File: src/rtl/ems_pkg.sv
package ems_pkg;

  // field and register widths
  localparam int unsigned PRICE_W = 32;
  localparam int unsigned CNT_W   = 11;
  localparam int unsigned SUM_W   = 42;
  localparam int unsigned ALPHA_W = 17;
  localparam int unsigned PROD_W  = PRICE_W + ALPHA_W;
  localparam int unsigned CFG_IDX_W  = 1;
  localparam int unsigned CFG_DATA_W = ALPHA_W;

  // default bound on the effective period
  localparam int unsigned MAX_PERIOD_DEF = 1024;

  // register reset values
  localparam logic [CNT_W-1:0]   PERIOD_RST = CNT_W'(14);
  localparam logic [ALPHA_W-1:0] ALPHA_RST  = ALPHA_W'(8738);
  localparam logic [ALPHA_W-1:0] ALPHA_ONE  = ALPHA_W'(65536);

  // iteration counts of the serial units
  localparam int unsigned DIV_STEPS = SUM_W;
  localparam int unsigned MUL_STEPS = ALPHA_W;
  localparam int unsigned STEP_W    = $clog2(DIV_STEPS);

  // rounding offset for the negative update (floor of a negative shift)
  localparam logic [PROD_W-1:0] RND_NEG = PROD_W'(65535);

  // configuration register indexes
  typedef enum logic [CFG_IDX_W-1:0] {
    CFG_PERIOD = 1'b0,
    CFG_ALPHA  = 1'b1
  } cfg_idx_e;

  // sequencer states
  typedef enum logic [5:0] {
    ST_IDLE = 6'b000001,
    ST_DIV  = 6'b000010,
    ST_MUL  = 6'b000100,
    ST_RND  = 6'b001000,
    ST_UPD  = 6'b010000,
    ST_DONE = 6'b100000
  } state_e;

endpackage

File: src/rtl/ema_seeded_by_sma.sv
// work per sample: a warm-up sample goes straight to the result, the seed sample runs 42
//   bit-serial division steps, a smoothing update 17 bit-serial multiply steps plus round and add
// one request in flight: the next sample is taken only once the last result has entered
//   the output register, which can stall on m_axis_tready
// reset: asynchronous active low; clears series state, average and output valid,
//   period back to 14 and alpha_q to 8738
module ema_seeded_by_sma #(
  parameter int unsigned MAX_PERIOD = ems_pkg::MAX_PERIOD_DEF
) (
  input  logic                            clk_i,
  input  logic                            rst_ni,
  // input samples
  input  logic                            s_axis_tvalid,
  output logic                            s_axis_tready,
  input  logic [ems_pkg::PRICE_W-1:0]     s_axis_tdata,  // [31:0] price
  input  logic [0:0]                      s_axis_tuser,  // [0] first
  // results
  output logic                            m_axis_tvalid,
  input  logic                            m_axis_tready,
  output logic [ems_pkg::PRICE_W-1:0]     m_axis_tdata,  // [31:0] smoothed
  output logic [0:0]                      m_axis_tuser,  // [0] ready_res
  // configuration writes
  input  logic                            cfg_valid_i,
  output logic                            cfg_ready_o,
  input  logic [ems_pkg::CFG_IDX_W-1:0]   cfg_index_i,
  input  logic [ems_pkg::CFG_DATA_W-1:0]  cfg_data_i
);

  localparam int unsigned PW = ems_pkg::PRICE_W;
  localparam int unsigned CW = ems_pkg::CNT_W;
  localparam int unsigned SW = ems_pkg::SUM_W;
  localparam int unsigned AW = ems_pkg::ALPHA_W;
  localparam int unsigned MW = ems_pkg::PROD_W;
  localparam int unsigned TW = ems_pkg::STEP_W;

  ems_pkg::state_e state_q, state_d;

  logic [CW-1:0] period_q, period_d;
  logic [AW-1:0] alpha_q_q, alpha_q_d;
  logic [CW-1:0] cnt_q, cnt_d;
  logic [SW-1:0] sum_q, sum_d;
  logic [PW-1:0] avg_q, avg_d;

  logic [SW-1:0] dq_q, dq_d;      // dividend in, quotient out
  logic [CW-1:0] rem_q, rem_d;
  logic [MW-1:0] prod_q, prod_d;  // multiplier in low bits, product builds from top
  logic [PW-1:0] diff_q, diff_d;
  logic          ge_q, ge_d;
  logic [TW-1:0] step_q, step_d;
  logic [PW-1:0] res_data_q, res_data_d;
  logic          res_rdy_q, res_rdy_d;

  logic          out_valid_q, out_valid_d;
  logic [PW-1:0] out_data_q, out_data_d;
  logic          out_user_q, out_user_d;

  logic [CW-1:0] p_eff;
  logic [AW-1:0] a_eff;
  logic          in_req;
  logic [CW-1:0] cnt_base;
  logic [SW-1:0] sum_base;
  logic [SW-1:0] sum_new;
  logic [CW-1:0] cnt_new;
  logic [CW:0]   trial;
  logic          take;
  logic [PW:0]   mul_sum;
  logic [PW-1:0] inc;

  // effective period and smoothing factor
  always_comb begin
    if (period_q == '0) begin
      p_eff = CW'(1);
    end else if (32'(period_q) > 32'(MAX_PERIOD)) begin
      p_eff = CW'(MAX_PERIOD);
    end else begin
      p_eff = period_q;
    end
    a_eff = (alpha_q_q > ems_pkg::ALPHA_ONE) ? ems_pkg::ALPHA_ONE : alpha_q_q;
  end

  assign s_axis_tready = (state_q == ems_pkg::ST_IDLE);
  assign in_req        = s_axis_tvalid && s_axis_tready;
  assign cfg_ready_o   = 1'b1;

  // series state as seen by the incoming sample
  assign cnt_base = s_axis_tuser[0] ? '0 : cnt_q;
  assign sum_base = s_axis_tuser[0] ? '0 : sum_q;
  assign sum_new  = sum_base + SW'(s_axis_tdata);
  assign cnt_new  = cnt_base + CW'(1);

  // restoring division step
  assign trial = {rem_q, dq_q[SW-1]};
  assign take  = (trial >= {1'b0, p_eff});

  // shift-add multiply step
  assign mul_sum = {1'b0, prod_q[MW-1:AW]} + (prod_q[0] ? {1'b0, diff_q} : '0);
  assign inc     = prod_q[PW+15:16];

  always_comb begin
    state_d     = state_q;
    period_d    = period_q;
    alpha_q_d   = alpha_q_q;
    cnt_d       = cnt_q;
    sum_d       = sum_q;
    avg_d       = avg_q;
    dq_d        = dq_q;
    rem_d       = rem_q;
    prod_d      = prod_q;
    diff_d      = diff_q;
    ge_d        = ge_q;
    step_d      = step_q;
    res_data_d  = res_data_q;
    res_rdy_d   = res_rdy_q;
    out_valid_d = out_valid_q;
    out_data_d  = out_data_q;
    out_user_d  = out_user_q;

    // configuration writes
    if (cfg_valid_i) begin
      unique case (ems_pkg::cfg_idx_e'(cfg_index_i))
        ems_pkg::CFG_PERIOD: period_d  = cfg_data_i[CW-1:0];
        ems_pkg::CFG_ALPHA:  alpha_q_d = cfg_data_i;
        default: ;
      endcase
    end

    // output register drains independently
    if (out_valid_q && m_axis_tready) begin
      out_valid_d = 1'b0;
    end

    unique case (state_q)
      ems_pkg::ST_IDLE: begin
        if (in_req) begin
          step_d = '0;
          if (cnt_base < p_eff) begin
            // warm-up: accumulate, seed when the count reaches the period
            sum_d = sum_new;
            cnt_d = cnt_new;
            if (cnt_new >= p_eff) begin
              dq_d    = sum_new;
              rem_d   = '0;
              state_d = ems_pkg::ST_DIV;
            end else begin
              res_data_d = '0;
              res_rdy_d  = 1'b0;
              state_d    = ems_pkg::ST_DONE;
            end
          end else begin
            // smoothing: multiply alpha by the distance to the price
            cnt_d   = cnt_base;
            sum_d   = sum_base;
            ge_d    = (s_axis_tdata >= avg_q);
            diff_d  = (s_axis_tdata >= avg_q) ? (s_axis_tdata - avg_q)
                                              : (avg_q - s_axis_tdata);
            prod_d  = {{PW{1'b0}}, a_eff};
            state_d = ems_pkg::ST_MUL;
          end
        end
      end
      ems_pkg::ST_DIV: begin
        rem_d  = take ? CW'(trial - {1'b0, p_eff}) : trial[CW-1:0];
        dq_d   = {dq_q[SW-2:0], take};
        step_d = step_q + TW'(1);
        if (step_q == TW'(ems_pkg::DIV_STEPS - 1)) begin
          avg_d      = dq_d[PW-1:0];
          res_data_d = dq_d[PW-1:0];
          res_rdy_d  = 1'b1;
          state_d    = ems_pkg::ST_DONE;
        end
      end
      ems_pkg::ST_MUL: begin
        prod_d = {mul_sum, prod_q[AW-1:1]};
        step_d = step_q + TW'(1);
        if (step_q == TW'(ems_pkg::MUL_STEPS - 1)) begin
          state_d = ems_pkg::ST_RND;
        end
      end
      ems_pkg::ST_RND: begin
        // a negative step rounds toward minus infinity
        prod_d  = prod_q + (ge_q ? '0 : ems_pkg::RND_NEG);
        state_d = ems_pkg::ST_UPD;
      end
      ems_pkg::ST_UPD: begin
        avg_d      = ge_q ? (avg_q + inc) : (avg_q - inc);
        res_data_d = avg_d;
        res_rdy_d  = 1'b1;
        state_d    = ems_pkg::ST_DONE;
      end
      ems_pkg::ST_DONE: begin
        if (!out_valid_q || m_axis_tready) begin
          out_valid_d = 1'b1;
          out_data_d  = res_data_q;
          out_user_d  = res_rdy_q;
          state_d     = ems_pkg::ST_IDLE;
        end
      end
      default: state_d = ems_pkg::ST_IDLE;
    endcase
  end

  // control and series state
  always_ff @(posedge clk_i or negedge rst_ni) begin
    if (!rst_ni) begin
      state_q     <= ems_pkg::ST_IDLE;
      period_q    <= ems_pkg::PERIOD_RST;
      alpha_q_q   <= ems_pkg::ALPHA_RST;
      cnt_q       <= '0;
      sum_q       <= '0;
      avg_q       <= '0;
      out_valid_q <= 1'b0;
      step_q      <= '0;
    end else begin
      state_q     <= state_d;
      period_q    <= period_d;
      alpha_q_q   <= alpha_q_d;
      cnt_q       <= cnt_d;
      sum_q       <= sum_d;
      avg_q       <= avg_d;
      out_valid_q <= out_valid_d;
      step_q      <= step_d;
    end
  end

  // datapath shift registers and result payload
  always_ff @(posedge clk_i) begin
    dq_q       <= dq_d;
    rem_q      <= rem_d;
    prod_q     <= prod_d;
    diff_q     <= diff_d;
    ge_q       <= ge_d;
    res_data_q <= res_data_d;
    res_rdy_q  <= res_rdy_d;
    out_data_q <= out_data_d;
    out_user_q <= out_user_d;
  end

  assign m_axis_tvalid   = out_valid_q;
  assign m_axis_tdata    = out_data_q;
  assign m_axis_tuser[0] = out_user_q;

endmodule

File: config.mk
export PLATFORM = sky130hd
export DESIGN_NAME = ema_seeded_by_sma
export DESIGN_NICKNAME = d
export VERILOG_FILES = /design/src/rtl/ems_pkg.sv /design/src/rtl/ema_seeded_by_sma.sv
export SDC_FILE = /design/constraint.sdc
export NUM_CORES = 1
export LEC_CHECK = 0
export CORE_UTILIZATION = 55
export DETAILED_ROUTE_END_ITERATION = 8
export DONT_BUFFER_PORTS = 1
export HOLD_SLACK_MARGIN = 0.1
export PLACE_DENSITY = 0.7
export SETUP_SLACK_MARGIN = 0.05
export SYNTH_ARGS = -nofsm -noshare
export SYNTH_HDL_FRONTEND = slang
export SYNTH_SLANG_ARGS = --single-unit
File: constraint.sdc
create_clock -name clk_i -period 17.1 [get_ports clk_i]
set_input_delay 1.71 -clock clk_i [delete_from_list [all_inputs] [get_ports clk_i]]
set_output_delay 1.71 -clock clk_i [all_outputs]
set_load 0.03 [all_outputs]
After elaboration in Yosys (flattened, before gate mapping). Cells that the tools add are included.

Bits of input ports: 56. Output and inout port bits: 36. Bits in registers: 327. Word-level logic and storage cells: 119.

Bitwise gates (word level): 2. Add/sub/neg operators: 10. $lt $le $gt $ge: 6. Muxes and demuxes: 46. Reductions and logical operators: 22. Equal/unequal tests: 16.

Operator list (number): 32-bit two-way mux (7); 42-bit two-way mux (5); 49-bit case mux with 3 select lines (1); 49-bit two-way mux (2); 32-bit case mux with 3 select lines (1); 32-bit subtractor (3); 11-bit two-way mux (8); 42-bit case mux with 2 select lines (1); 32-bit case mux with 2 select lines (1); 49-bit by 16-bit adder with 49-bit output (1); 42-bit by 32-bit adder with 42-bit output (1); 6-bit two-way mux (7); 6-bit case mux with 6 select lines (1); 32-bit by 32-bit adder with 33-bit output (1); 32-bit adder (1); 32-bit greater-or-equal comparator (1); 11-bit case mux with 2 select lines (1); 17-bit greater-than comparator, second input constant (1); 17-bit two-way mux (1); 16-bit two-way mux (1); 6-bit by 5-bit == test with 1-bit output, second input constant (2); 6-bit == test, second input constant (2); 12-bit by 11-bit greater-or-equal comparator with 1-bit output (1); 6-bit case mux with 2 select lines (1); 26 further kinds (50).

Logic depth before layout (Yosys ltp). Gate-level depths: netlist (run 1).

Depth in word-level cells: 8. Gate-level depth with buffers: 22. Depth with buffers taken out: 20.

Least setup slack after synthesis (run 1). No wires, ideal clock.

Path kind: in2reg. Start: input s_axis_tuser. End: register prod_q[0] (enable). Required time: 16577 ps. Cell stages on the path: 14. Setup slack: 9271 ps. Data arrival time: 7306 ps. Cell sequence: clkbuf_1 > clkbuf_1 > clkbuf_1 > nor2b_1 > ha_1 > nor2b_1 > o21a_1 > o21ai_0 > a21oi_1 > o21ai_0 > a21oi_1 > o41ai_2 > clkbuf_1 > o21ai_0.

Longest elaborated chain between the ends: 4.

Ends and longest elaborated chain: from (decl) (line ema_seeded_by_sma.sv:16) `input logic [0:0] s_axis_tuser,`; 11-bit two-way mux (line ema_seeded_by_sma.sv:86) `assign cnt_base = s_axis_tuser[0] ? '0 : cnt_q;`; 11-bit < comparator (line ema_seeded_by_sma.sv:136) `if (cnt_base < p_eff) begin`; 2-bit != test (no source line); 3-bit AND reduction (no source line); to (signal assigned) (line ema_seeded_by_sma.sv:229) `prod_q <= prod_d;`; to (decl) (line ema_seeded_by_sma.sv:46) `logic [MW-1:0] prod_q, prod_d;`.

Every way passes these cells. A chain may end at the register's enable or synchronous reset.

Worst setup path in the final report (run 1).
Start: register prod_q[24]. End: register res_data_q[31], data pin.

Longest elaborated chain between the ends: 3.

Ends and longest elaborated chain: 32-bit subtractor or 32-bit adder (tied branches) (line ema_seeded_by_sma.sv:185) `avg_d = ge_q ? (avg_q + inc) : (avg_q - inc);`; 32-bit two-way mux (*) (line ema_seeded_by_sma.sv:185); 32-bit case mux with 3 select lines (*) (line ema_seeded_by_sma.sv:132) `unique case (state_q)`; via res_data_d[31] (line ema_seeded_by_sma.sv:50) `logic [PW-1:0] res_data_q, res_data_d;`; to (signal assigned) (line ema_seeded_by_sma.sv:232) `res_data_q <= res_data_d;`; to (decl) (line ema_seeded_by_sma.sv:50).

Mark *: on every way through the listed nets, which the timed path passes. The rest lies on a longest branch.

==> out/metrics.csv, run 1 <==
stage,metric,value,unit
run_status,run status,"complete, no violations",
yosys,xor/xnor cell area share of the yosys netlist,0.0742,
finish,# nets final,2889,
finish,final core utilization,0.600,
grt,initial antenna violation count,0,
yosys,Compound-Gate Fraction of Synth Area,0.200,
clock_network,clock tree sinks,327,
setup_path,Worst setup SP type,register,
finish,Synth-to-Final Area Change,7.27,%
sta,Fmax,192,MHz
clock_network,"CTS clk-pin slew, worst paths",0.06,ns
clock_network,number of hold buffers added after cts,0,
place,Cells after DPL,3162,
finish,Final Non-Filler Cells,3235,
setup_path,crit path cell chain,or3_1 -> or3_1 -> nor3_1 -> a31oi_1 -> xor2_1 -> ha_1 -> and3_2 -> and2_1 -> nand3_1 -> o2bb2ai_2 -> o41ai_4 -> o21ba_2 -> o31ai_1 -> xnor2_1 -> o21ai_1,
drt,Routed WL,74800,µm
drt,drt first pass iters,7,
yosys,syn_nets,2948,
clock_network,Setup Buffers After CTS,0,
clock_network,CTS tree,done,
yosys,simple-gate share of the synthesized area,0.164,
sta,Pins Over Slew Limit,0,
setup_path,Worst path max stage delay,0.60,ns
setup_path,cell mode on critical path,or3_1,
setup_path,WS Path Type,reg2reg,
sta,Tightest Pin Transition,1.18,ns
finish,share of cells above drive strength 1,0.0625,
min_path,HP Class,reg2reg,
setup_path,Critical Path AT,5.47,ns
setup_path,CP Capture Type,register,
drt,detailed-route via count,20618,
pwr,Clock Power Share,0.310,
finish,FF/Latch Area,0.00920,mm²
setup_path,Buf/Inv on CP,0,
clock_network,number of gates resized after cts,0,
clock_network,Num CTS Buffers,39,
place,placed cell area,0.0252,mm²
sta,min Tclk post-route,5.21,ns
run,Max Cap Viol,0,
setup_path,CP max-delay cell,nor3_1,
yosys,Post-synth top flop,edfxtp_1,
floorplanning,chip width,214,µm
pwr,switching share of power,0.345,
yosys,Ys Warns,0,
sta,Fin Hold WS,0.408,ns
finish,"Design Area, Final",0.0266,mm²
pwr,Tot Pwr,2.92,mW
floorplanning,Initial Util,0.559,
sta,Final TNS setup,0,ns
yosys,sequential area share after synthesis,0.371,
setup_path,"Max FO, Critical Path",7,
sta,RSZ-0062 raised after global routing,false,
yosys,Yosys reg bits,327,
clock_network,maximum buffer depth of the clock tree,3,
floorplanning,die area,0.0459,mm²
pwr,"IR drop worst, VDD",0.0951,mV
floorplanning,Row Count,77,
yosys,Yosys cell types,95,
place,worst slack at placement,11.59,ns
floorplanning,Core ar.,0.0443,mm²
floorplanning,Die Y,214,µm
finish,filler instances,3834,
sta,final setup margin,11.89,ns
pwr,Comb pwr share,0.286,
floorplanning,IO Count,92,
yosys,Adder-Cell Fraction of Synth Area,0.114,
yosys,Post-synth ARST share,0.385,
sta,period utilization,0.304,
pwr,Leak,11.4,nW
yosys,average size of a mapped cell,9.28,µm²
sta,final setup fails,0,
yosys,mux cell area share after synthesis,0.0334,
place,Final HPWL DP,56900,µm
sta,worst clock skew,0.0201,ns
clock_network,Clock Root Buffer,clkbuf_16,
yosys,mapped cell area,0.0248,mm²
clock_network,"Clk Latency, worst-skew pair",0.57,ns
grt,GR Overflow Total,0,
drt,drt via density,6.37,
sta,Final Hold Fails,0,
drt,drt initial violations,2019,
setup_path,CP top delay family,simple AND/OR/NAND/NOR gates,
grt,first-pass GRT wire length,114000,µm
place,port buffer count,0,
grt,largest net degree at the start of global routing,127,
clock_network,H-tree depth,2,
pwr,Int Power,1.91,mW
yosys,count of flip-flops with a built-in enable after synthesis,201,
sta,worst rel slew slack,0.211,
drt,DRT antenna net count,0,
setup_path,CP Data Required Time,17.36,ns
yosys,largest family of logic cells by synthesized area,compound AO/OA/AOI/OAI gates,
pwr,sequential share of power,0.404,
grt,gr usage total,0.320,
pwr,pwr dens,110,mW/mm²
drt,DR DRC count,0,
pwr,switching power total,1.01,mW
yosys,Cells after Synth,2670,
finish,multi-input logic area,0.0146,mm²
drt,WL/cell,23.1,µm
grt,vias in the first global route,19383,
place,routability cong.,0.978,
## layout make-up
| class | count | area share |
|---|---|---|
| Multi-Input combinational cell | 2087 | 0.549 |
| Sequential cell | 327 | 0.346 |
| Timing Repair Buffer | 18 | 0.00508 |
| Clock inverter | 25 | 0.0116 |
| Antenna cell | 1 | 0.0000941 |
| Tap cell | 592 | 0.0279 |
| Inverter | 138 | 0.0195 |
| Clock buffer | 47 | 0.0406 |
## Yosys cell counts (7+ instances only)
cell type / number / area, µm²
a22o_1: 42 / 368
and3_1: 31 / 194
ha_1: 215 / 2690
a31oi_1: 29 / 181
xnor2_1: 112 / 981
xor2_1: 98 / 858
o31ai_1: 10 / 75.1
o22ai_1: 37 / 231
o21ai_0: 154 / 771
o21bai_1: 34 / 255
a22oi_1: 14 / 105
dfstp_2: 8 / 210
nor2_1: 138 / 518
a211oi_1: 21 / 158
mux2i_1: 40 / 400
nor3b_1: 9 / 67.6
nand2_1: 268 / 1010
a221oi_1: 7 / 61.3
nor3_1: 54 / 270
buf_1: 7 / 26.3
buf_2: 22 / 110
nor2b_1: 70 / 438
or3_1: 14 / 87.6
a21oi_1: 183 / 916
o211ai_1: 14 / 105
nand4_1: 36 / 225
a221o_1: 13 / 130
o21ai_1: 15 / 75.1
nand3_1: 63 / 315
inv_1: 136 / 510
fa_1: 7 / 140
edfxtp_1: 201 / 6040
o21a_1: 22 / 165
and2_1: 45 / 282
dfrtp_1: 118 / 2950
nor4_1: 18 / 113
nand2b_1: 31 / 194
nand3b_1: 13 / 97.6
clkbuf_1: 76 / 285
mux2_2: 34 / 383
a21o_1: 102 / 766
## power by group through the flow
stage	registers, mW	logic [mW]	clock network (mW)
global route	1.19	0.910	0.942
floorplan	1.16	0.604	0
finish	1.18	0.835	0.903
CTS	1.18	0.825	0.914
global placement	1.19	0.801	0
detailed placement	1.19	0.820	0
## sequential cells by signal (all words and copies together), names as in the netlist
| name | flops |
|---|---|
| rem_q | 11 |
| diff_q | 32 |
| ge_q | 1 |
| prod_q | 49 |
| m_axis_tvalid | 1 |
| dq_q | 42 |
| m_axis_tdata | 32 |
| m_axis_tuser | 1 |
| cnt_q | 11 |
| res_rdy_q | 1 |
| res_data_q | 32 |
| period_q | 11 |
| state_q | 6 |
| step_q | 6 |
| avg_q | 32 |
| alpha_q_q | 17 |
| sum_q | 42 |
## routing by layer
layer	share of wire	track usage
met2	0.44	0.489
met4	0.044	0.139
met3	0.084	0.0668
met5	0	0
met1	0.43	0.440
## worst paths after layout
| path | startpoint | end | slack, ns | cells past startpoint |
|---|---|---|---|---|
| max in group asynchronous | rst_ni | period_q[2] | 15.98 | 0 |
| max | prod_q[24] | res_data_q[31] | 11.89 | 15 |
| max reg2reg | prod_q[24] | res_data_q[31] | 11.89 | 15 |
| min reg2reg | res_data_q[28] | m_axis_tdata[28] | 0.41 | 0 |
| min | res_data_q[28] | m_axis_tdata[28] | 0.41 | 0 |
| min in group asynchronous | rst_ni | sum_q[34] | 0.85 | 0 |
## kinds of logic after synthesis
group           after synthesis
compound gates              756
simple gates                820
mux                          78
xor+xnor                    210
fa+ha+maj                   222
buf+inv                     256
other cells                   1
flops                       327
## cell usage in the layout, fill, tap and decap left out, drive strengths merged, types with 15 or more instances in the layout
master,n
o21bai,34
o21a,22
dfrtp,118
xnor2,112
nand2,269
xor2,98
inv,141
o21ai,169
and2,46
nor3,57
nor2,139
and3,32
mux2,38
nor4,19
a211oi,21
nand4,36
a31oi,29
clkbuf,47
edfxtp,201
or3,15
a21o,104
ha,215
o211ai,15
mux2i,40
o22ai,37
a22o,42
a21oi,184
nand3,63
nor2b,70
nand2b,31
buf,18
(Power assumes the default switching activity.)
==> inputs of run 2 (changes only) <==
==> constraint.sdc (replaced) <==
create_clock -name clk_i -period 4.9 [get_ports clk_i]
set_input_delay 0.49 -clock clk_i [delete_from_list [all_inputs] [get_ports clk_i]]
set_output_delay 0.49 -clock clk_i [all_outputs]
set_load 0.03 [all_outputs]
==> run 2 against run 1 <==
Against the previous run:
- clock power grew to 3.2 times the previous value
- final area is 1.5% higher
- largest power group unchanged
- hold slack worse by 0.26 ns
- die area stayed put
- critical path depth is 3 higher
- power grew to 3.4 times the previous value
- sequential share of layout area is 0.52 points lower
- cell count is 1.9% higher
- via count is 0.76% higher
- register-to-register slack worse by 12 ns
- clock skew is 0.0062 ns higher
==> out/metrics.csv, run 2 (synthesis results as in run 1) <==
stage,metric,value,unit,change
drt,Routed WL,77200,µm,was 74800 µm
drt,detailed-route via count,20774,,was 20618
grt,vias in the first global route,20002,,was 19383
setup_path,Buf/Inv on CP,1,,was 0
setup_path,CP top delay family,compound AO/OA/AOI/OAI gates,,was simple AND/OR/NAND/NOR gates
clock_network,maximum buffer depth of the clock tree,3,,unchanged
setup_path,CP max-delay cell,or4_1,,was nor3_1
setup_path,Worst setup SP type,register,,unchanged
place,port buffer count,0,,unchanged
clock_network,H-tree depth,2,,unchanged
grt,GR Overflow Total,0,,unchanged
clock_network,CTS tree,done,,unchanged
finish,share of cells above drive strength 1,0.0740,,was 0.0625
grt,initial antenna violation count,3,,was 0
finish,most frequent cells in the layout,"268 x nand2_1, 215 x ha_1, 201 x edfxtp_1",,unchanged
sta,Tightest Pin Transition,1.13,ns,was 1.18 ns
finish,# nets final,2948,,was 2889
sta,worst clock skew,0.0263,ns,was 0.0201 ns
floorplanning,Initial Util,0.559,,unchanged
finish,Biggest register,prod_q,,unchanged
setup_path,WS Path Type,reg2reg,,unchanged
drt,DRT antenna net count,0,,unchanged
place,routability cong.,0.951,,was 0.978
setup_path,cell mode on critical path,a21o_1,,was or3_1
finish,Largest register FFs,49,,unchanged
grt,largest net degree at the start of global routing,127,,unchanged
drt,drt initial violations,2177,,was 2019
floorplanning,Die Y,214,µm,unchanged
finish,Synth-to-Final Area Change,8.92,%,was 7.27%
setup_path,CP Capture Type,register,,unchanged
sta,Final TNS setup,0,ns,unchanged
run_status,run status,"complete, no violations",,unchanged
floorplanning,Row Count,77,,unchanged
run,Max Cap Viol,0,,unchanged
setup_path,"Max FO, Critical Path",6,,was 7
sta,Pins Over Slew Limit,0,,unchanged
drt,WL/cell,23.4,µm,was 23.1 µm
sta,Final Hold Fails,0,,unchanged
pwr,pwr dens,371,mW/mm²,was 110 mW/mm²
sta,Fmax,219,MHz,was 192 MHz
floorplanning,chip width,214,µm,unchanged
clock_network,Num CTS Buffers,39,,unchanged
drt,drt via density,6.30,,was 6.37
place,Final HPWL DP,59200,µm,was 56900 µm
pwr,Leak,11.6,nW,was 11.4 nW
setup_path,Worst path max stage delay,0.61,ns,was 0.60 ns
clock_network,"CTS clk-pin slew, worst paths",0.06,ns,about the same
drt,DR DRC count,0,,unchanged
sta,RSZ-0062 raised after global routing,false,,unchanged
setup_path,Critical Path AT,4.99,ns,was 5.47 ns
min_path,HP Class,in2reg,,was reg2reg
clock_network,Clock Root Buffer,clkbuf_16,,unchanged
finish,biggest registers after layout,"prod_q (49), dq_q (42), sum_q (42)",,unchanged
grt,gr usage total,0.334,,was 0.320
floorplanning,Core ar.,0.0443,mm²,unchanged
clock_network,"Clk Latency, worst-skew pair",0.58,ns,was 0.57 ns
sta,min Tclk post-route,4.56,ns,was 5.21 ns
setup_path,CP Data Required Time,5.33,ns,was 17.36 ns
floorplanning,IO Count,92,,unchanged
setup_path,crit path cell chain,or4_1 -> or3_1 -> nor3_2 -> nand2b_1 -> inv_1 -> a21oi_1 -> xor2_1 -> ha_1 -> a21o_1 -> a21o_1 -> a21o_1 -> a21o_1 -> a21o_1 -> a21o_2 -> a21o_2 -> a41oi_2 -> xnor2_1 -> a221o_1,,was or3_1 -> or3_1 -> nor3_1 -> a31oi_1 -> xor2_1 -> ha_1 -> and3_2 -> and2_1 -> nand3_1 -> o2bb2ai_2 -> o41ai_4 -> o21ba_2 -> o31ai_1 -> xnor2_1 -> o21ai_1
finish,"commonest non-fill, non-tap cell in the layout",nand2_1,,unchanged
sta,Fin Hold WS,0.151,ns,was 0.408 ns
floorplanning,die area,0.0459,mm²,unchanged
sta,period utilization,0.930,,was 0.304
drt,drt first pass iters,6,,was 7
sta,final setup fails,0,,unchanged
sta,worst rel slew slack,0.243,,was 0.211
pwr,"IR drop worst, VDD",0.330,mV,was 0.0951 mV
clock_network,clock tree sinks,327,,unchanged
grt,first-pass GRT wire length,119000,µm,was 114000 µm
run 2: through the flow:
stage	cells	cell area, µm²	total power [mW]	util	setup WS, ns
after global placement	3199	25500	6.98	0.575	0.336
final	3295	27000	10.0	0.609	0.341
after detailed placement	3199	25500	7.05	0.575	0.306
after CTS	3292	27000	10.0	0.609	0.228
after floorplan	2670	24800	6.14	-	0.0657
after global routing	3294	27000	10.5	0.609	0.0727
run 2: area by class of cell:
class / count / area [µm²]
antenna: 2 / 5.00
fill: 3832 / 17300
clock buffer: 48 / 1040
clock inverter: 24 / 220
tap: 592 / 741
timing repair buffer: 77 / 661
sequential: 327 / 9200
multi-input combinational: 2087 / 14600
inverter: 138 / 518
run 2: worst paths after layout:
path	endpoint	cells after the start	from	slack [ns]
max in group asynchronous	period_q[5]	2	rst_ni	3.75
setup / recovery	avg_q[29]	18	prod_q[32]	0.34
hold reg to reg	m_axis_tdata[8]	0	res_data_q[8]	0.42
setup reg to reg	avg_q[29]	18	prod_q[32]	0.34
min in group asynchronous	sum_q[17]	2	rst_ni	0.59
hold / removal	sum_q[33]	2	s_axis_tuser	0.15
run 2: metal layers:
metal	track usage	vias to the layer above	share of wire
li1	-	9739	-
met1	0.469	10115	0.44
met2	0.514	789	0.44
met3	0.0726	129	0.087
met4	0.108	2	0.030
met5	0	-	0.00017
run 2: timing repair:
item	4_1_cts	5_1_grt
buffers inserted	0	1
endpoints found under the setup margin	0	7
hold endpoints to repair	157	0
resized for setup	0	2
hold buffers	21	0
run 2: report_power, final:
group	internal, mW	switching [mW]	leakage (nW)
logic	1.14	1.83	7.55
clock network	1.68	1.24	0.613
registers	3.67	0.472	3.45
